### src/rtl/core/stsh_pkg.sv
// Shared types, constants and helper functions of the stereo angle level histogram.
// No dependencies; imported by every module of the block.
`timescale 1ns / 1ps

package stsh_pkg;

    localparam int SAMPLE_W     = 16;
    localparam int SQ_W         = 32;
    localparam int RAD_W        = 16;
    localparam int BIN_W        = 6;
    localparam int BCNT_W       = 7;
    localparam int MAX_BINS     = 64;
    localparam int LEVEL_W      = 30;
    localparam int COUNT_W      = 13;
    localparam int OUT_LVL_W    = 15;
    localparam int CORDIC_STEPS = 16;
    localparam int STEP_W       = 4;
    localparam int CORDIC_W     = 28;
    localparam int ANG_W        = 18;
    localparam int THETA_W      = 16;
    localparam int PROD_W       = THETA_W + BCNT_W;
    localparam int CFG_IDX_W    = 8;
    localparam int CFG_DATA_W   = 8;

    localparam logic [COUNT_W-1:0]   MAX_BLOCK   = COUNT_W'(4096);
    localparam logic [LEVEL_W-1:0]   SUM_MAX     = {LEVEL_W{1'b1}};
    localparam logic [OUT_LVL_W-1:0] CLIP_LEVEL  = OUT_LVL_W'(31130);
    localparam logic [THETA_W-1:0]   SILENT_ANG  = THETA_W'(49152);
    localparam logic signed [ANG_W-1:0] QUARTER_TURN = ANG_W'(16384);

    localparam logic [CFG_IDX_W-1:0] REG_BIN_COUNT  = CFG_IDX_W'(0);
    localparam logic [CFG_IDX_W-1:0] REG_LEVEL_MODE = CFG_IDX_W'(1);

    localparam logic MODE_MAX = 1'b0;
    localparam logic MODE_AVG = 1'b1;

    typedef struct packed {
        logic                rd_en;
        logic [BIN_W-1:0]    rd_addr;
        logic                wr_en;
        logic [BIN_W-1:0]    wr_addr;
        logic                clear;
    } store_req_t;

    function automatic logic signed [ANG_W-1:0] cordic_atan(input logic [STEP_W-1:0] step);
        logic signed [ANG_W-1:0] a;
        unique case (step)
            4'd0:    a = ANG_W'(16384);
            4'd1:    a = ANG_W'(9672);
            4'd2:    a = ANG_W'(5110);
            4'd3:    a = ANG_W'(2594);
            4'd4:    a = ANG_W'(1302);
            4'd5:    a = ANG_W'(652);
            4'd6:    a = ANG_W'(326);
            4'd7:    a = ANG_W'(163);
            4'd8:    a = ANG_W'(81);
            4'd9:    a = ANG_W'(41);
            4'd10:   a = ANG_W'(20);
            4'd11:   a = ANG_W'(10);
            4'd12:   a = ANG_W'(5);
            4'd13:   a = ANG_W'(3);
            4'd14:   a = ANG_W'(1);
            default: a = ANG_W'(1);
        endcase
        return a;
    endfunction

    function automatic logic [OUT_LVL_W-1:0] clip_level(input logic [LEVEL_W-1:0] v);
        logic [OUT_LVL_W-1:0] r;
        if (v > LEVEL_W'(CLIP_LEVEL))
        begin
            r = CLIP_LEVEL;
        end
        else
        begin
            r = v[OUT_LVL_W-1:0];
        end
        return r;
    endfunction

endpackage

### src/rtl/core/stsh_div.sv
// Restoring divider for the average level: one quotient bit per cycle.
// Depends on stsh_pkg.
`timescale 1ns / 1ps

module stsh_div (
    input  logic                          clk,
    input  logic                          rst_n,
    input  logic                          start,
    input  logic [stsh_pkg::LEVEL_W-1:0]  dividend,
    input  logic [stsh_pkg::COUNT_W-1:0]  divisor,
    output logic                          done,
    output logic [stsh_pkg::RAD_W-1:0]    quotient
);
    import stsh_pkg::*;

    localparam int REM_W = LEVEL_W - RAD_W;

    typedef enum logic [2:0] {
        D_IDLE = 3'b001,
        D_RUN  = 3'b010,
        D_DONE = 3'b100
    } div_state_t;

    div_state_t state_reg, state_next;

    logic [REM_W-1:0]  rem_reg;
    logic [RAD_W-1:0]  lo_reg, q_reg;
    logic [COUNT_W-1:0] dvs_reg;
    logic [STEP_W-1:0] cnt_reg;
    logic [REM_W:0]    sh;
    logic              take;

    assign sh   = {rem_reg, lo_reg[RAD_W-1]};
    assign take = sh >= (REM_W+1)'(dvs_reg);

    always_comb
    begin
        state_next = state_reg;
        unique case (state_reg)
            D_IDLE: if (start) state_next = D_RUN;
            D_RUN:  if (cnt_reg == STEP_W'(RAD_W - 1)) state_next = D_DONE;
            D_DONE: state_next = D_IDLE;
            default: state_next = D_IDLE;
        endcase
    end

    always_ff @(posedge clk or negedge rst_n)
    begin
        if (!rst_n)
        begin
            state_reg <= D_IDLE;
        end
        else
        begin
            state_reg <= state_next;
        end
    end

    always_ff @(posedge clk)
    begin
        if (state_reg == D_IDLE && start)
        begin
            rem_reg <= dividend[LEVEL_W-1:RAD_W];
            lo_reg  <= dividend[RAD_W-1:0];
            dvs_reg <= divisor;
            q_reg   <= '0;
            cnt_reg <= '0;
        end
        else if (state_reg == D_RUN)
        begin
            rem_reg <= take ? REM_W'(sh - (REM_W+1)'(dvs_reg)) : sh[REM_W-1:0];
            lo_reg  <= lo_reg << 1;
            q_reg   <= {q_reg[RAD_W-2:0], take};
            cnt_reg <= cnt_reg + STEP_W'(1);
        end
    end

    assign done     = (state_reg == D_DONE);
    assign quotient = q_reg;

endmodule

### config.mk
export PLATFORM = sky130hd
export DESIGN_NAME = stsh_div
export DESIGN_NICKNAME = d
export VERILOG_FILES = /design/src/rtl/core/stsh_pkg.sv /design/src/rtl/core/stsh_div.sv
export SDC_FILE = /design/constraint.sdc
export NUM_CORES = 1
export LEC_CHECK = 0
export BUFFER_PORTS_ARGS = -buffer_cell sky130_fd_sc_hd__buf_2
export CORE_MARGIN = 1
export CORE_UTILIZATION = 55
export DETAILED_ROUTE_END_ITERATION = 8
export GPL_TIMING_DRIVEN = 0
export PLACE_DENSITY = 0.84
export SYNTH_ARGS = -nofsm -noshare
export SYNTH_HDL_FRONTEND = slang
export SYNTH_SLANG_ARGS = --single-unit
### constraint.sdc
create_clock -name clk -period 3.12 [get_ports clk]
set_input_delay 0.312 -clock clk [delete_from_list [all_inputs] [get_ports clk]]
set_output_delay 0.312 -clock clk [all_outputs]
set_load 0.02 [all_outputs]
==> results.sh <==
export IMPL_peakVddDrop_uv=655
export IMPL_hold_buffers=1
export IMPL_power_frac_seq_pct=35.1
export IMPL_fp_dieH_um=79.6
export IMPL_worstRegToRegCells=5
export IMPL_viasPerCell=5.90
export IMPL_ys_seq_area_share_pct=53.3
export IMPL_synthTopCellsByArea="edfxtp_1 (39%), dfxtp_1 (12%), nand2_1 (6.7%)"
export IMPL_rsz0062_at_grt="false"
export IMPL_setup_viol=0
export IMPL_die_area_um2=6340
export IMPL_post_drt_wl_per_cell_um=16.3
export IMPL_swShare_pct=41.0
export IMPL_via_count=2755
export IMPL_cts_root_buf="clkbuf_8"
export IMPL_final_setup_worst_slack_ps=326
export IMPL_drc=0
export IMPL_yosys_area_top_type_share_pct=38.9
export IMPL_nNetsFinal=451
export IMPL_drv_slew=0
export IMPL_timing_hold_ws_ps=134
export IMPL_worstHoldPathType="in -> reg"
export IMPL_overflow=0
export IMPL_p_sw_w=0.00178
export IMPL_min_period_ps=2790
export IMPL_ys_async_sr_fraction_pct=4.55
export IMPL_diodes=0
export IMPL_yosysWarnings=0
export IMPL_n_fill_cell=422
export IMPL_ys_types=52
export IMPL_start_kind="register"
export IMPL_synth_edf_count=43
export IMPL_io_pin_count=63
export IMPL_yosysTopAreaCell="edfxtp_1"
export IMPL_fmax_ghz=0.358
export IMPL_cp_arrival_ps=2690
export IMPL_die_width_um=79.6
export IMPL_drv_cap=0
export IMPL_fin_crit_sh_pct=89.6
export IMPL_relSlewSlack_pct=19.8
export IMPL_required_ps=3010
export IMPL_ys_ff_latch=66
export IMPL_antenna_found_initial=0
export IMPL_synthesis_area_um2=3320
export IMPL_clock_latency_ps=350
export IMPL_cts_max_path_buffers=2
export IMPL_whs_path_depth=1
export IMPL_critPathCaptureType="register"
export IMPL_firstDrtPassIters=5
export IMPL_ant_nets=0
export IMPL_syn_inst=316
export IMPL_critical_path_class="reg -> reg"
export IMPL_ys_flop_type="edfxtp_1"
export IMPL_totalWireLength_um=7620
export IMPL_cts_htree_levels=3
export IMPL_seq_area_um2=1770
export IMPL_globalplace_congestion=0.882
export IMPL_final_cells=467
export IMPL_rows=27
export IMPL_syn_nets=377
export IMPL_worst_pin_slew_ps=1200
export IMPL_grt_max_degree=31
export IMPL_status="completed"
export IMPL_hold_violations=0
export IMPL_multi_input_area_um2=1430
export IMPL_power_frac_clock_pct=15.5
export IMPL_p_leak_nw=1.69
export IMPL_synthToLayoutAreaGrowth_pct=17.9
export IMPL_postCtsSetupRepairBufs=0
export IMPL_grt_pass1_vias=2730
export IMPL_pwr_density_cell_nw_per_um2=1110
export IMPL_fin_skew_ps=6.74
export IMPL_avgSynthCellArea_um2=10.5
export IMPL_drt_iter0_drc=241
export IMPL_initial_core_util_pct=58.8
export IMPL_drive_above_1_share_pct=21.5
export IMPL_port_buffers=62
export IMPL_fin_tns_setup_ps=0
export IMPL_clk_pin_slew_worst_paths_ps=70
export IMPL_grt_usage_pct=26.8
export IMPL_crit_fanout=30
export IMPL_p_comb_share_pct=49.5
export IMPL_hpwl_um=5280
export IMPL_cts_sinks=66
export IMPL_cts_tree="yes"
export IMPL_core_area_um2=5640
export IMPL_place_ws_ps=293
export IMPL_dp_cells=450
export IMPL_grt_pass1_wl_um=12500
export IMPL_cts_made_buffers=9
export IMPL_p_int_w=0.00256
export IMPL_post_cts_resized=0
==> kinds of logic (layout without fill, tap and decap cells) <==
group,count (synthesis),count (layout),synth area share (%)
AOI/OAI and AO/OA,77,77,18.1
DFF,66,66,53.3
xor gates and xnor gates,9,9,2.38
buffers and inverters,31,110,3.59
adders and majority gates,15,15,5.89
muxes,1,1,0.302
and+or+nand+nor,117,117,16.4
==> path summary, 6_finish.rpt <==
kind / from / end / slack [ps]
max reg2reg: state_reg[2]$_DFFE_PN0P_ / rem_reg[10]$_DFFE_PP_ / 330
min reg2reg: quotient[15]$_SDFFE_PP0P_ / quotient[15]$_SDFFE_PP0P_ / 490
min: divisor[2] / dvs_reg[2]$_DFFE_PP_ / 130
max in group asynchronous: rst_n / state_reg[0]$_DFFE_PN1P_ / 2640
max: state_reg[2]$_DFFE_PN0P_ / rem_reg[10]$_DFFE_PP_ / 330
min in group asynchronous: rst_n / state_reg[2]$_DFFE_PN0P_ / 290
==> per-layer routing <==
| metal | up-vias | part of all wire [%] | track usage (%) |
|---|---|---|---|
| met2 | 134 | 47 | 41.5 |
| met4 | 0 | 2.3 | 12.5 |
| met5 | - | 0 | 0 |
| met1 | 1285 | 43 | 34.3 |
| li1 | 1315 | - | - |
| met3 | 21 | 7.8 | 8.00 |
==> stage by stage <==
step	util (%)	power, W	cell area (um^2)
4_1_cts	69.3	0.00430	3910
3_3_place_gp	65.9	0.00352	3720
5_1_grt	69.3	0.00463	3910
6_report	69.3	0.00434	3910
3_5_place_dp	65.9	0.00362	3720
2_1_floorplan	-	0.00309	3320
==> worst max-delay path: stages (launching register included) <==
cell and delay, ps:
dfrtp_1 350, nand4bb_1 170, clkinv_1 210, nor2_1 600, clkbuf_1 380, inv_1 620
==> cell type report <==
type                       count  share of cell area (%)
clock inverter                 2                   0.288
clock buffer                  14                    4.42
buffer                        14                    1.41
timing repair buffer          63                    8.19
tap                           72                    2.30
sequential                    66                    45.2
multi-input combinational    219                    36.5
inverter                      17                    1.63
==> synthesized netlist by cell type (all sizes together), types with 4 or more instances <==
library cell  count
nand2            60
edfxtp           43
nor2             21
dfxtp            20
a22o             17
inv              16
ha               14
clkbuf           10
o21ai            10
a21oi             7
nand3             7
o21a              7
a31oi             6
o31ai             6
xnor2             5
buf               4
nor3              4
nor4              4
o31a              4
or3               4
xor2              4
==> power by group through the flow <==
stage          sequential (W)  combinational (W)  clock (W)
2_1_floorplan         0.00150            0.00159          0
3_3_place_gp          0.00152            0.00200          0
3_5_place_dp          0.00154            0.00209          0
4_1_cts               0.00152            0.00210   0.000678
5_1_grt               0.00155            0.00236   0.000718
6_report              0.00152            0.00214   0.000670
==> cells in the final DEF, fill, tap and decap left out, types with 5 or more instances in the layout <==
cell type / Yosys / layout
nor2_1: 21 / 21
ha_1: 14 / 14
a21oi_1: 7 / 7
clkbuf_1: 10 / 12
inv_1: 16 / 16
o31ai_1: 5 / 5
a22o_1: 17 / 17
nand2_1: 59 / 59
xnor2_1: 5 / 5
dfxtp_1: 20 / 20
edfxtp_1: 43 / 43
nand3_1: 7 / 7
a31oi_1: 6 / 6
buf_2: 2 / 64
clkbuf_8: 0 / 12
o21ai_0: 10 / 10
o21a_1: 7 / 7
No activity file was read; power rests on OpenSTA's default activity.
