==> src/rtl/core/stsh_pkg.sv <==
// Shared types, constants and helper functions of the stereo angle level histogram.
// No dependencies; imported by every module of the block.
`timescale 1ns / 1ps

package stsh_pkg;

    localparam int SAMPLE_W     = 16;
    localparam int SQ_W         = 32;
    localparam int RAD_W        = 16;
    localparam int BIN_W        = 6;
    localparam int BCNT_W       = 7;
    localparam int MAX_BINS     = 64;
    localparam int LEVEL_W      = 30;
    localparam int COUNT_W      = 13;
    localparam int OUT_LVL_W    = 15;
    localparam int CORDIC_STEPS = 16;
    localparam int STEP_W       = 4;
    localparam int CORDIC_W     = 28;
    localparam int ANG_W        = 18;
    localparam int THETA_W      = 16;
    localparam int PROD_W       = THETA_W + BCNT_W;
    localparam int CFG_IDX_W    = 8;
    localparam int CFG_DATA_W   = 8;

    localparam logic [COUNT_W-1:0]   MAX_BLOCK   = COUNT_W'(4096);
    localparam logic [LEVEL_W-1:0]   SUM_MAX     = {LEVEL_W{1'b1}};
    localparam logic [OUT_LVL_W-1:0] CLIP_LEVEL  = OUT_LVL_W'(31130);
    localparam logic [THETA_W-1:0]   SILENT_ANG  = THETA_W'(49152);
    localparam logic signed [ANG_W-1:0] QUARTER_TURN = ANG_W'(16384);

    localparam logic [CFG_IDX_W-1:0] REG_BIN_COUNT  = CFG_IDX_W'(0);
    localparam logic [CFG_IDX_W-1:0] REG_LEVEL_MODE = CFG_IDX_W'(1);

    localparam logic MODE_MAX = 1'b0;
    localparam logic MODE_AVG = 1'b1;

    typedef struct packed {
        logic                rd_en;
        logic [BIN_W-1:0]    rd_addr;
        logic                wr_en;
        logic [BIN_W-1:0]    wr_addr;
        logic                clear;
    } store_req_t;

    function automatic logic signed [ANG_W-1:0] cordic_atan(input logic [STEP_W-1:0] step);
        logic signed [ANG_W-1:0] a;
        unique case (step)
            4'd0:    a = ANG_W'(16384);
            4'd1:    a = ANG_W'(9672);
            4'd2:    a = ANG_W'(5110);
            4'd3:    a = ANG_W'(2594);
            4'd4:    a = ANG_W'(1302);
            4'd5:    a = ANG_W'(652);
            4'd6:    a = ANG_W'(326);
            4'd7:    a = ANG_W'(163);
            4'd8:    a = ANG_W'(81);
            4'd9:    a = ANG_W'(41);
            4'd10:   a = ANG_W'(20);
            4'd11:   a = ANG_W'(10);
            4'd12:   a = ANG_W'(5);
            4'd13:   a = ANG_W'(3);
            4'd14:   a = ANG_W'(1);
            default: a = ANG_W'(1);
        endcase
        return a;
    endfunction

    function automatic logic [OUT_LVL_W-1:0] clip_level(input logic [LEVEL_W-1:0] v);
        logic [OUT_LVL_W-1:0] r;
        if (v > LEVEL_W'(CLIP_LEVEL))
        begin
            r = CLIP_LEVEL;
        end
        else
        begin
            r = v[OUT_LVL_W-1:0];
        end
        return r;
    endfunction

endpackage

==> src/rtl/core/stsh_store.sv <==
// Bin store: level and count memories with registered read and per-entry valid bits.
// Depends on stsh_pkg.
`timescale 1ns / 1ps

module stsh_store (
    input  logic                          clk,
    input  logic                          rst_n,
    input  stsh_pkg::store_req_t          req,
    input  logic [stsh_pkg::LEVEL_W-1:0]  wr_level,
    input  logic [stsh_pkg::COUNT_W-1:0]  wr_count,
    output logic [stsh_pkg::LEVEL_W-1:0]  rd_level,
    output logic [stsh_pkg::COUNT_W-1:0]  rd_count
);
    import stsh_pkg::*;

    logic [LEVEL_W-1:0]  level_mem [MAX_BINS];
    logic [COUNT_W-1:0]  count_mem [MAX_BINS];
    logic [MAX_BINS-1:0] valid_reg;
    logic                rd_valid_reg;
    logic [LEVEL_W-1:0]  rd_level_reg;
    logic [COUNT_W-1:0]  rd_count_reg;

    always_ff @(posedge clk)
    begin
        if (req.wr_en)
        begin
            level_mem[req.wr_addr] <= wr_level;
            count_mem[req.wr_addr] <= wr_count;
        end
        if (req.rd_en)
        begin
            rd_level_reg <= level_mem[req.rd_addr];
            rd_count_reg <= count_mem[req.rd_addr];
        end
    end

    always_ff @(posedge clk or negedge rst_n)
    begin
        if (!rst_n)
        begin
            valid_reg    <= '0;
            rd_valid_reg <= 1'b0;
        end
        else
        begin
            if (req.clear)
            begin
                valid_reg <= '0;
            end
            else if (req.wr_en)
            begin
                valid_reg[req.wr_addr] <= 1'b1;
            end
            if (req.rd_en)
            begin
                rd_valid_reg <= valid_reg[req.rd_addr];
            end
        end
    end

    assign rd_level = rd_valid_reg ? rd_level_reg : '0;
    assign rd_count = rd_valid_reg ? rd_count_reg : '0;

endmodule
==> config.mk <==
export PLATFORM = sky130hd
export DESIGN_NAME = stsh_store
export DESIGN_NICKNAME = d
export VERILOG_FILES = /design/src/rtl/core/stsh_pkg.sv /design/src/rtl/core/stsh_store.sv
export SDC_FILE = /design/constraint.sdc
export NUM_CORES = 2
export LEC_CHECK = 0
export ABC_CLOCK_PERIOD_IN_PS = 2100
export BUFFER_PORTS_ARGS = -buffer_cell sky130_fd_sc_hd__clkbuf_2
export CAP_MARGIN = 15
export CELL_PAD_IN_SITES_DETAIL_PLACEMENT = 1
export CELL_PAD_IN_SITES_GLOBAL_PLACEMENT = 2
export CORE_MARGIN = 8
export CORE_UTILIZATION = 52
export CTS_CLUSTER_DIAMETER = 150
export DETAILED_ROUTE_END_ITERATION = 10
export PLACE_DENSITY = 0.77
export REMOVE_ABC_BUFFERS = 1
export SYNTH_ARGS = -nofsm -noshare
export SYNTH_HDL_FRONTEND = slang
export SYNTH_SLANG_ARGS = --single-unit
==> constraint.sdc <==
create_clock -name clk -period 2.1 [get_ports clk]
set_input_delay 0.42 -clock clk [delete_from_list [all_inputs] [get_ports clk]]
set_output_delay 0.42 -clock clk [all_outputs]
set_load 0.02 [all_outputs]
==> results.yml <==
logic_synthesis:
  post_synth_edffs: 2795
  yosys_most_used_dff: "sky130_fd_sc_hd__edfxtp_1"
  yosysSeqAreaShare: 0.7877
  yosys.cell_types.count: 29
  synth-warning-count: 0
  synth_area_per_cell_um2: 24.44
  synth-async-reset-ratio: 0.02273
  netlist_top_cells_area: "sky130_fd_sc_hd__edfxtp_1 77%, sky130_fd_sc_hd__mux4_2 18%, sky130_fd_sc_hd__dfrtp_1 1.5%"
  synth_largest_area_cell: "sky130_fd_sc_hd__edfxtp_1"
  synthesized_flop_and_latch_total: 2860
  yosys.area.top_type_share: 0.7727
  netlist_instances: 4444
  post-synth-top-count-cell: "sky130_fd_sc_hd__edfxtp_1"
  ys_top_cells_by_count: "2795 x sky130_fd_sc_hd__edfxtp_1, 859 x sky130_fd_sc_hd__mux4_2, 206 x sky130_fd_sc_hd__nor2_1"
  synth_cell_area_mm2: 0.1086
global_route:
  grt_start_max_net_pins: 66
  groute.usage.overall: 0.2904
  antenna_found_initial: 14
  grt_pass1_vias: 56940
  first_pass_grt_wire_length_um: 452200
  grt-ovfl-total: 0
floorplan:
  fp.dieH_um: 473.0
  die_area_mm2: 0.2238
  floorplan.die.width_um: 473.0
  core_mm2: 0.2073
  floorplan.rows: 167
  initial_core_util: 0.5240
  top_level_i_o_count: 103
cts:
  htreeDepth: 5
  tritoncts.num_buffers: 300
  cts-root-buf: "sky130_fd_sc_hd__clkbuf_16"
  clock_tree_from_tritoncts: "done"
  ctsLongestPathBuffers: 4
  worstSkewPairLatency_ns: 0.95
  cts.sink_count: 2860
  post_cts_buffers: 0
  cts.reportedPaths.clkPinSlew_ns: 0.06
layout:
  syn_to_final_growth_pct: 19.24
  design_area_mm2: 0.1295
  largest_reg_flops: 1920
  num-fill-cells: 16380
  design.final.nets: 5241
  final_util: 0.6248
  post_route_cells_drive_above_1_share: 0.3789
timing:
  max-slew-margin-rel: 0.1967
  clock_skew_after_layout_ns: 0.05538
  transition_time_of_the_tightest_slew_check_pin_ns: 1.202
  post-route-min-period_ns: 2.511
  setup-violations-final: 47
  rsz_0062_raised_after_global_routing: "true"
  layout_worst_path_cycle_share: 1.196
  final-hold-violation-count: 0
  slew_viol_final: 0
  max_freq_ghz: 0.3982
  final.setup.worst_slack_ns: -0.4112
route:
  drt-initial-drc-count: 7767
  remaining_drc_errors: 0
  antenna_violating_nets_post_route: 0
  wirelength_um: 327400
  routed_via_density: 6.684
  per_cell_routed_wire_length_um: 39.99
  vias: 54720
  detailedRoute.firstPassIterationCount: 5
power:
  vdd.ir_drop.worst_uv: 734.0
  p_per_area_mw_per_mm2: 944.2
  power.leakage_uw: 0.04154
run_status:
  failing_checks: "negative setup slack"
  run_status: "finished with violations"
run:
  max-cap-violations: 0
worst_setup_path:
  criticalPathCategory: "flip-flop to output pin"
  critPathLaunchType: "flip-flop"
  cp-end-kind: "output pin"
  cp.arrival_ns: 2.09
  timing.critical_path.fanout_max: 44
  required_ns: 1.68
placement:
  dp_hpwl_um: 191000
  place.gp.congestion: 0.8196
  placed_area_mm2: 0.1196
  port_buffers: 102
min_path:
  holdCritPathClass: "input pin to flip-flop"
==> metrics by stage <==
step / total power [µW] / hold WS (ns) / cells / worst slack (ns) / setup TNS [ns]
6_report: 122300 / 0.08631 / 8186 / -0.4112 / -15.80
5_1_grt: 124900 / 0.08841 / 8185 / -0.4639 / -18.76
2_1_floorplan: 66930 / 0.1244 / 4206 / -1.172 / -3001.49
4_1_cts: 122800 / 0.02831 / 8180 / -0.4708 / -18.27
3_3_place_gp: 70770 / 0.4722 / 7653 / -1.012 / -69.61
3_5_place_dp: 71010 / 0.4792 / 7653 / -1.068 / -88.45
==> kinds of logic (layout without fill, tap and decap cells) <==
kind of cell | Yosys count | in the layout | synth area share
AND/OR/NAND/NOR | 337 | 337 | 0.01329
other | 0 | 6 | 0
AO/OA/AOI/OAI | 113 | 113 | 0.007350
flip-flops | 2860 | 2860 | 0.7877
buffers and inverters | 240 | 1188 | 0.01020
multiplexers | 894 | 894 | 0.1814
==> worst max-delay path: stages, from the launching register on <==
cell                       delay, ns
sky130_fd_sc_hd__dfrtp_2        0.41
sky130_fd_sc_hd__buf_16         0.31
sky130_fd_sc_hd__and2_1         0.22
sky130_fd_sc_hd__clkbuf_4       0.19
==> power breakdown <==
part	internal [µW]	total [µW]	leakage (µW)	switching, µW
Sequential	63100	63400	0.0261	221
Clock	30600	52300	0.00465	21700
Combinational	2920	6610	0.0108	3690
Total	96700	122000	0.0415	25600
==> layout by cell type, fill, tap and decap left out, types with 7 or more instances in the layout <==
master,synthesis,final
sky130_fd_sc_hd__clkbuf_1,103,44
sky130_fd_sc_hd__clkbuf_2,0,85
sky130_fd_sc_hd__mux2i_1,27,27
sky130_fd_sc_hd__a22oi_1,70,47
sky130_fd_sc_hd__clkbuf_16,0,308
sky130_fd_sc_hd__nand3_1,10,10
sky130_fd_sc_hd__a211oi_1,11,10
sky130_fd_sc_hd__clkinv_2,0,44
sky130_fd_sc_hd__dlygate4sd3_1,0,14
sky130_fd_sc_hd__mux4_2,859,859
sky130_fd_sc_hd__mux2_2,8,8
sky130_fd_sc_hd__a21oi_1,17,17
sky130_fd_sc_hd__clkbuf_8,0,9
sky130_fd_sc_hd__clkinv_1,0,63
sky130_fd_sc_hd__inv_6,0,7
sky130_fd_sc_hd__buf_4,10,287
sky130_fd_sc_hd__dfrtp_1,65,64
sky130_fd_sc_hd__nor2_4,0,65
sky130_fd_sc_hd__edfxtp_1,2795,2795
sky130_fd_sc_hd__nor2_1,206,141
sky130_fd_sc_hd__and2_1,45,38
sky130_fd_sc_hd__buf_12,0,263
sky130_fd_sc_hd__nand2_1,58,52
sky130_fd_sc_hd__a22oi_2,0,23
sky130_fd_sc_hd__bufinv_16,0,30
==> worst paths after layout <==
path	from	cells past startpoint	to	slack [ns]
worst max-delay path	rd_valid_reg	3	rd_level[11]	-0.41
worst min-delay path	wr_level[23]	2	level_mem[24][23]	0.09
worst max register to register	count_mem[56][6]	5	rd_count_reg[6]	-0.11
worst min register to register	valid_reg[46]	2	valid_reg[46]	0.49
max in group asynchronous	rst_n	4	rd_valid_reg	1.16
min in group asynchronous	rst_n	4	valid_reg[26]	0.60
==> routing by layer <==
layer,GRT usage,wire [µm],vias up
met4,0.09540,12250,10
met5,0,64,-
met3,0.07001,38010,682
met1,0.4020,121400,29770
li1,-,-,20590
met2,0.4629,155700,3670
==> layout make-up <==
type	instances	area, µm²	area share
Clock inverter	154	1523	0.01176
Tap cell	2788	3488	0.02693
Timing Repair Buffer	673	8330	0.06432
Multi-Input combinational cell	1344	22640	0.1748
Sequential cell	2860	85560	0.6606
Antenna cell	6	15.01	0.0001159
Inverter	2	7.507	0.00005796
Clock buffer	359	7958	0.06144
==> timing repair <==
item                                    CTS  global route
endpoints found under the setup margin   60            66
resized for setup                        41            30
gates cloned                              0             1
pin swaps                                 7             3
hold buffers                             14             0
endpoints found under the hold margin   619             0
(Power assumes the default switching activity.)
