### config.mk
export PLATFORM = sky130hd
export DESIGN_NAME = stsh_polar
export DESIGN_NICKNAME = d
export VERILOG_FILES = /design/src/rtl/core/stsh_pkg.sv /design/src/rtl/core/stsh_polar.sv
export SDC_FILE = /design/constraint.sdc
export NUM_CORES = 2
export LEC_CHECK = 0
export ABC_AREA = 0
export BUFFER_PORTS_ARGS = -buffer_cell sky130_fd_sc_hd__clkbuf_2
export CORE_UTILIZATION = 60
export CTS_CLUSTER_DIAMETER = 200
export DETAILED_ROUTE_END_ITERATION = 8
export GPL_TIMING_DRIVEN = 0
export PLACE_DENSITY = 0.76
export RECOVER_POWER = 25
export SETUP_SLACK_MARGIN = 0.5
export SLEW_MARGIN = 20
export SYNTH_ARGS = -nofsm -noshare
export SYNTH_HDL_FRONTEND = slang
export SYNTH_SLANG_ARGS = --single-unit
### constraint.sdc
create_clock -name clk -period 9.87 [get_ports clk]
set_clock_uncertainty 0.1 [all_clocks]
set_input_delay 0.4935 -clock clk [delete_from_list [all_inputs] [get_ports clk]]
set_output_delay 0.4935 -clock clk [all_outputs]
set_load 0.005 [all_outputs]
### src/rtl/core/stsh_pkg.sv
// Shared types, constants and helper functions of the stereo angle level histogram.
// No dependencies; imported by every module of the block.
`timescale 1ns / 1ps

package stsh_pkg;

    localparam int SAMPLE_W     = 16;
    localparam int SQ_W         = 32;
    localparam int RAD_W        = 16;
    localparam int BIN_W        = 6;
    localparam int BCNT_W       = 7;
    localparam int MAX_BINS     = 64;
    localparam int LEVEL_W      = 30;
    localparam int COUNT_W      = 13;
    localparam int OUT_LVL_W    = 15;
    localparam int CORDIC_STEPS = 16;
    localparam int STEP_W       = 4;
    localparam int CORDIC_W     = 28;
    localparam int ANG_W        = 18;
    localparam int THETA_W      = 16;
    localparam int PROD_W       = THETA_W + BCNT_W;
    localparam int CFG_IDX_W    = 8;
    localparam int CFG_DATA_W   = 8;

    localparam logic [COUNT_W-1:0]   MAX_BLOCK   = COUNT_W'(4096);
    localparam logic [LEVEL_W-1:0]   SUM_MAX     = {LEVEL_W{1'b1}};
    localparam logic [OUT_LVL_W-1:0] CLIP_LEVEL  = OUT_LVL_W'(31130);
    localparam logic [THETA_W-1:0]   SILENT_ANG  = THETA_W'(49152);
    localparam logic signed [ANG_W-1:0] QUARTER_TURN = ANG_W'(16384);

    localparam logic [CFG_IDX_W-1:0] REG_BIN_COUNT  = CFG_IDX_W'(0);
    localparam logic [CFG_IDX_W-1:0] REG_LEVEL_MODE = CFG_IDX_W'(1);

    localparam logic MODE_MAX = 1'b0;
    localparam logic MODE_AVG = 1'b1;

    typedef struct packed {
        logic                rd_en;
        logic [BIN_W-1:0]    rd_addr;
        logic                wr_en;
        logic [BIN_W-1:0]    wr_addr;
        logic                clear;
    } store_req_t;

    function automatic logic signed [ANG_W-1:0] cordic_atan(input logic [STEP_W-1:0] step);
        logic signed [ANG_W-1:0] a;
        unique case (step)
            4'd0:    a = ANG_W'(16384);
            4'd1:    a = ANG_W'(9672);
            4'd2:    a = ANG_W'(5110);
            4'd3:    a = ANG_W'(2594);
            4'd4:    a = ANG_W'(1302);
            4'd5:    a = ANG_W'(652);
            4'd6:    a = ANG_W'(326);
            4'd7:    a = ANG_W'(163);
            4'd8:    a = ANG_W'(81);
            4'd9:    a = ANG_W'(41);
            4'd10:   a = ANG_W'(20);
            4'd11:   a = ANG_W'(10);
            4'd12:   a = ANG_W'(5);
            4'd13:   a = ANG_W'(3);
            4'd14:   a = ANG_W'(1);
            default: a = ANG_W'(1);
        endcase
        return a;
    endfunction

    function automatic logic [OUT_LVL_W-1:0] clip_level(input logic [LEVEL_W-1:0] v);
        logic [OUT_LVL_W-1:0] r;
        if (v > LEVEL_W'(CLIP_LEVEL))
        begin
            r = CLIP_LEVEL;
        end
        else
        begin
            r = v[OUT_LVL_W-1:0];
        end
        return r;
    endfunction

endpackage

### src/rtl/core/stsh_polar.sv
// Iterative polar unit: exact integer radius and CORDIC direction, mapped to a bin.
// Depends on stsh_pkg.
`timescale 1ns / 1ps

module stsh_polar (
    input  logic                              clk,
    input  logic                              rst_n,
    input  logic                              start,
    input  logic signed [stsh_pkg::SAMPLE_W-1:0] left_sample,
    input  logic signed [stsh_pkg::SAMPLE_W-1:0] right_sample,
    input  logic [stsh_pkg::BCNT_W-1:0]       n_bins,
    output logic                              done,
    output logic [stsh_pkg::RAD_W-1:0]        radius,
    output logic [stsh_pkg::BIN_W-1:0]        bin
);
    import stsh_pkg::*;

    typedef enum logic [5:0] {
        P_IDLE = 6'b000001,
        P_SQ   = 6'b000010,
        P_SUM  = 6'b000100,
        P_ITER = 6'b001000,
        P_BIN  = 6'b010000,
        P_OUT  = 6'b100000
    } polar_state_t;

    polar_state_t state_reg, state_next;

    logic signed [SAMPLE_W-1:0] l_reg, r_reg;
    logic [SQ_W-1:0]            lsq_reg, rsq_reg;
    logic [SQ_W-1:0]            v_reg, res_reg, bit_reg;
    logic signed [CORDIC_W-1:0] x_reg, y_reg;
    logic signed [ANG_W-1:0]    z_reg;
    logic [STEP_W-1:0]          step_reg;
    logic                       silent_reg;
    logic [PROD_W-1:0]          prod_reg;

    logic signed [SAMPLE_W:0]   lx, rx, lf, rf;
    logic signed [SAMPLE_W+8:0] x0, y0;
    logic [SQ_W-1:0]            trial;
    logic signed [CORDIC_W-1:0] dx, dy;
    logic signed [ANG_W-1:0]    ang;
    logic [THETA_W-1:0]         theta;
    logic [BCNT_W-1:0]          bin_raw, bin_top;

    assign lx = {l_reg[SAMPLE_W-1], l_reg};
    assign rx = {r_reg[SAMPLE_W-1], r_reg};
    assign lf = l_reg[SAMPLE_W-1] ? -lx : lx;
    assign rf = l_reg[SAMPLE_W-1] ? -rx : rx;
    assign x0 = {lf, 8'd0};
    assign y0 = {rf, 8'd0};
    assign trial = res_reg + bit_reg;
    assign dx = y_reg >>> step_reg;
    assign dy = x_reg >>> step_reg;
    assign ang = -z_reg - QUARTER_TURN;
    assign theta = silent_reg ? SILENT_ANG : ang[THETA_W-1:0];
    assign bin_raw = prod_reg[PROD_W-1:THETA_W];
    assign bin_top = n_bins - BCNT_W'(1);

    always_comb
    begin
        state_next = state_reg;
        unique case (state_reg)
            P_IDLE: if (start) state_next = P_SQ;
            P_SQ:   state_next = P_SUM;
            P_SUM:  state_next = P_ITER;
            P_ITER: if (step_reg == STEP_W'(CORDIC_STEPS - 1)) state_next = P_BIN;
            P_BIN:  state_next = P_OUT;
            P_OUT:  state_next = P_IDLE;
            default: state_next = P_IDLE;
        endcase
    end

    always_ff @(posedge clk or negedge rst_n)
    begin
        if (!rst_n)
        begin
            state_reg <= P_IDLE;
        end
        else
        begin
            state_reg <= state_next;
        end
    end

    always_ff @(posedge clk)
    begin
        unique case (state_reg)
            P_IDLE:
            begin
                if (start)
                begin
                    l_reg <= left_sample;
                    r_reg <= right_sample;
                end
            end
            P_SQ:
            begin
                lsq_reg <= SQ_W'(l_reg * l_reg);
                rsq_reg <= SQ_W'(r_reg * r_reg);
                silent_reg <= (l_reg == '0) && (r_reg == '0);
            end
            P_SUM:
            begin
                v_reg    <= lsq_reg + rsq_reg;
                res_reg  <= '0;
                bit_reg  <= SQ_W'(32'h4000_0000);
                x_reg    <= CORDIC_W'(x0);
                y_reg    <= CORDIC_W'(y0);
                z_reg    <= '0;
                step_reg <= '0;
            end
            P_ITER:
            begin
                if (v_reg >= trial)
                begin
                    v_reg   <= v_reg - trial;
                    res_reg <= (res_reg >> 1) + bit_reg;
                end
                else
                begin
                    res_reg <= res_reg >> 1;
                end
                bit_reg <= bit_reg >> 2;
                if (y_reg > 0)
                begin
                    x_reg <= x_reg + dx;
                    y_reg <= y_reg - dy;
                    z_reg <= z_reg + cordic_atan(step_reg);
                end
                else
                begin
                    x_reg <= x_reg - dx;
                    y_reg <= y_reg + dy;
                    z_reg <= z_reg - cordic_atan(step_reg);
                end
                step_reg <= step_reg + STEP_W'(1);
            end
            P_BIN:
            begin
                prod_reg <= PROD_W'(theta * n_bins);
            end
            default:
            begin
            end
        endcase
    end

    assign done   = (state_reg == P_OUT);
    assign radius = res_reg[RAD_W-1:0];
    assign bin    = (bin_raw > bin_top) ? bin_top[BIN_W-1:0] : bin_raw[BIN_W-1:0];

endmodule

==> results by group <==
Cells and area
  • Nets: a little under 6k
  • Fin util: 0.652
  • Fill cell count: 5935
  • Finished Layout Cells: 5882
  • Layout cells sized above 1: 0.0600
  • Area growth, synth to finish: 7.45%

Clock network
  • Clock transition at path regs: approximately 0.060 ns
  • Clock Sinks: between 200 and 300
  • Clk buf depth: 3
  • TritonCTS clock tree: yes
  • Clock root buffer: clkbuf_16
  • Post-CTS resize count: 0
  • CTS Buf Count: 39
  • H-tree depth: 2
  • Clock latency on the worst-skew pair: 0.61 ns

Worst setup path
  • Setup crit end kind: flop
  • Slowest-stage cell, CP: clkinv_1
  • Crit Path Category: reg2reg
  • Worst R2R Path Depth: 23
  • CP bufs+invs: 5
  • Critical path depth in cells: 23
  • Critical Path RT: between 10 and 15 ns
  • Largest stage delay, worst path: 0.84 ns
  • Crit path cell chain: clkbuf_1 > clkinv_1 > clkbuf_1 > nor2_1 > fa_1 > fa_1 > fa_1 > fa_1 > fa_1 > inv_1 > fa_1 > inv_1 > ha_1 > a2111oi_0 > o31ai_1 > a31o_2 > a21oi_1 > o311a_1 > o31ai_1 > o31ai_1 > nand2b_1 > a21oi_1 > xnor2_1
  • Startpoint Class: flop
  • Cell family with most CP delay: adder cells
  • Crit path top cell by count: fa_1
  • Crit path arrival time: ~9 ns
  • CP max FO: 11
  • Flop2flop setup slack: around 1.1 ns

Floorplanning
  • IO Count: 65
  • Die area: roughly 75000 um^2
  • Initial core utilization: 0.607
  • # rows: about 100
  • CORE AREA: approximately 73000 um^2
  • Die H: around 270 um
  • Die Wd: roughly 270 um

STA
  • Worst-Margin Slew: about 2.4 ns
  • Final Hold Viols: 0
  • Smallest hold slack: 0.0471 ns
  • Fin. max-slew vios: between 40 and 50
  • Fin crit period: 8.78 ns
  • Period Utilization, post-route: 0.889
  • Worst rel slew slack: -0.578
  • RSZ-0062 raised after global routing: false
  • # setup viols final: 0
  • Max Clock Freq: about 110 MHz

Routing
  • # DRC: 0
  • DR vias: between 30k and 40k
  • Drt first-iter violations: slightly below 3k
  • Detail Route Antenna Nets: 0
  • DR WL/cell: slightly above 20 um
  • Vias/cell: 6.01
  • Final wirelength: between 100000 and 150000 um
  • Initial DRT Pass Iterations: 8

Placement
  • Detailed Place HPWL: ~96000 um
  • Port buffer count: 60
  • Final Wtd Congestion: just over 1
  • Placed cell count: just under 6k

Synthesis
  • Post-synth EDFFs: 258
  • Most used DFF post-synth: edfxtp_1
  • Post-Syn Instances: 4750
  • Yosys warnings: 0
  • Post-synthesis sequential area ratio: 0.185
  • Synth area leaders: fa_1 (24%), edfxtp_1 (18%), ha_1 (12%)
  • Post-synth cell types: 90
  • Mapped cell area: 44300 um^2
  • Synth top area share: 0.244
  • Syn Area/Cell: roughly 9.3 um^2
  • Async SR Flop Fraction: 0.0215
  • Synth Register Bits: between 200 and 300
  • Synth area leader: fa_1
  • Syn_nets: 5743

Min path
  • Worst hold path class: in2reg
  • Hold depth: 2

GRT
  • First-pass GRT wire length: between 150000 and 200000 um
  • Initial antenna violation count: 1
  • Vias in the first global route: ~36k
  • Largest net degree at the start of global routing: ~80
  • GRT Residual Overflow: 0
  • Overall global routing resource usage: 0.332

Flow run
  • Max_cap viols: 1

Status
  • Status: complete, but fails checks
  • Violated checks: capacitance limit, slew limit
==> repair_timing <==
item / in CTS / in global routing
setup buffers: 0 / 0
hold buffers: 33 / 0
endpoints found under the hold margin: 38 / 0
==> path summary, 6_finish.rpt <==
path	start	to
worst min-delay path	start	state_reg[0]$_DFFE_PN1P_
max in group asynchronous	rst_n	state_reg[0]$_DFFE_PN1P_
worst min register to register	state_reg[5]$_DFFE_PN0P_	state_reg[5]$_DFFE_PN0P_
worst max-delay path	l_reg[15]$_DFFE_PP_	lsq_reg[31]$_DFFE_PP_
min in group asynchronous	rst_n	state_reg[5]$_DFFE_PN0P_
worst max register to register	l_reg[15]$_DFFE_PP_	lsq_reg[31]$_DFFE_PP_
==> stage by stage <==
stage                     setup TNS, ns  instance area, um^2  setup slack [ns]
after floorplan                       0                44300              2.31
after global placement           -11.20                45800            -0.352
after detailed placement              0                45900              1.33
after CTS                             0                47600              1.24
after global routing                  0                47600             0.880
final                                 0                47600              1.09
==> cells by family after synthesis <==
kind of cell	Yosys count	synth area share
xor gates and xnor gates	358	0.0708
AOI/OAI and AO/OA	806	0.115
buffers and inverters	950	0.0830
and+or+nand+nor	1275	0.139
adders and majority gates	951	0.360
muxes	131	0.0468
DFF	279	0.185
==> synthesized netlist by cell type, drive strengths merged (13+ instances only) <==
library cell    n
or3            22
o21bai         21
o21a           30
a21oi         225
o41ai          13
dfxtp          15
o31ai          26
nand4          30
nor4           27
a31oi          38
mux2i          44
nand2b         46
xor2          143
o22ai          14
and2          160
ha            412
nor2b          40
mux4           56
a21o           79
mux2           31
nand2         372
clkbuf        145
nand3          54
buf            42
xnor2         215
a31o           21
edfxtp        258
fa            539
a211o          13
o21ai         202
a211oi         36
or2            19
nor2          345
inv           755
and3           31
nor3b          15
nor3           79
==> routing by layer <==
metal / up-vias / global-route usage / part of all wire
met3: 339 / 0.0511 / 0.076
met1: 17426 / 0.423 / 0.39
met2: 1439 / 0.557 / 0.48
met4: 0 / 0.150 / 0.051
met5: - / 0 / 0
li1: 16134 / - / -
==> cells in the final DEF, fill, tap and decap left out, types with 46 or more instances in the layout <==
cell	Yosys	layout
a21oi_1	225	225
and2_1	160	159
nand2_1	372	372
nand3_1	53	53
ha_1	412	412
fa_1	539	539
o21ai_0	199	198
xor2_1	143	143
nor2_1	345	345
edfxtp_1	258	258
a21o_1	79	79
mux4_2	50	50
xnor2_1	215	215
nor3_1	79	79
clkbuf_1	145	156
inv_1	753	752
clkbuf_2	0	59
nand2b_1	46	46
==> area by class of cell <==
cell class	instances	area [um^2]	share of cell area
flip-flops and latches	279	8200	0.172
clock inverters	17	229	0.00481
inverters	763	2870	0.0604
diodes	3	7.51	0.000158
clock buffers	55	1150	0.0242
well taps	959	1200	0.0252
multi-input cells	3521	32400	0.681
repair buffers	98	696	0.0146
plain buffers	187	808	0.0170
==> worst reg2reg max path, stage by stage, from the launching register on <==
cell       delay, ns
edfxtp_1        0.41
clkbuf_1        0.60
clkinv_1        0.84
clkbuf_1        0.51
nor2_1          0.39
fa_1            0.61
fa_1            0.57
fa_1            0.45
fa_1            0.53
fa_1            0.49
inv_1           0.05
fa_1            0.47
inv_1           0.04
ha_1            0.34
a2111oi_0       0.43
o31ai_1         0.18
a31o_2          0.29
a21oi_1         0.20
o311a_1         0.24
o31ai_1         0.13
o31ai_1         0.29
nand2b_1        0.10
a21oi_1         0.19
xnor2_1         0.08
Power is left out: the tool's default activity adds up to more than one toggle a clock period on the data nets, which glitch-free logic cannot reach.
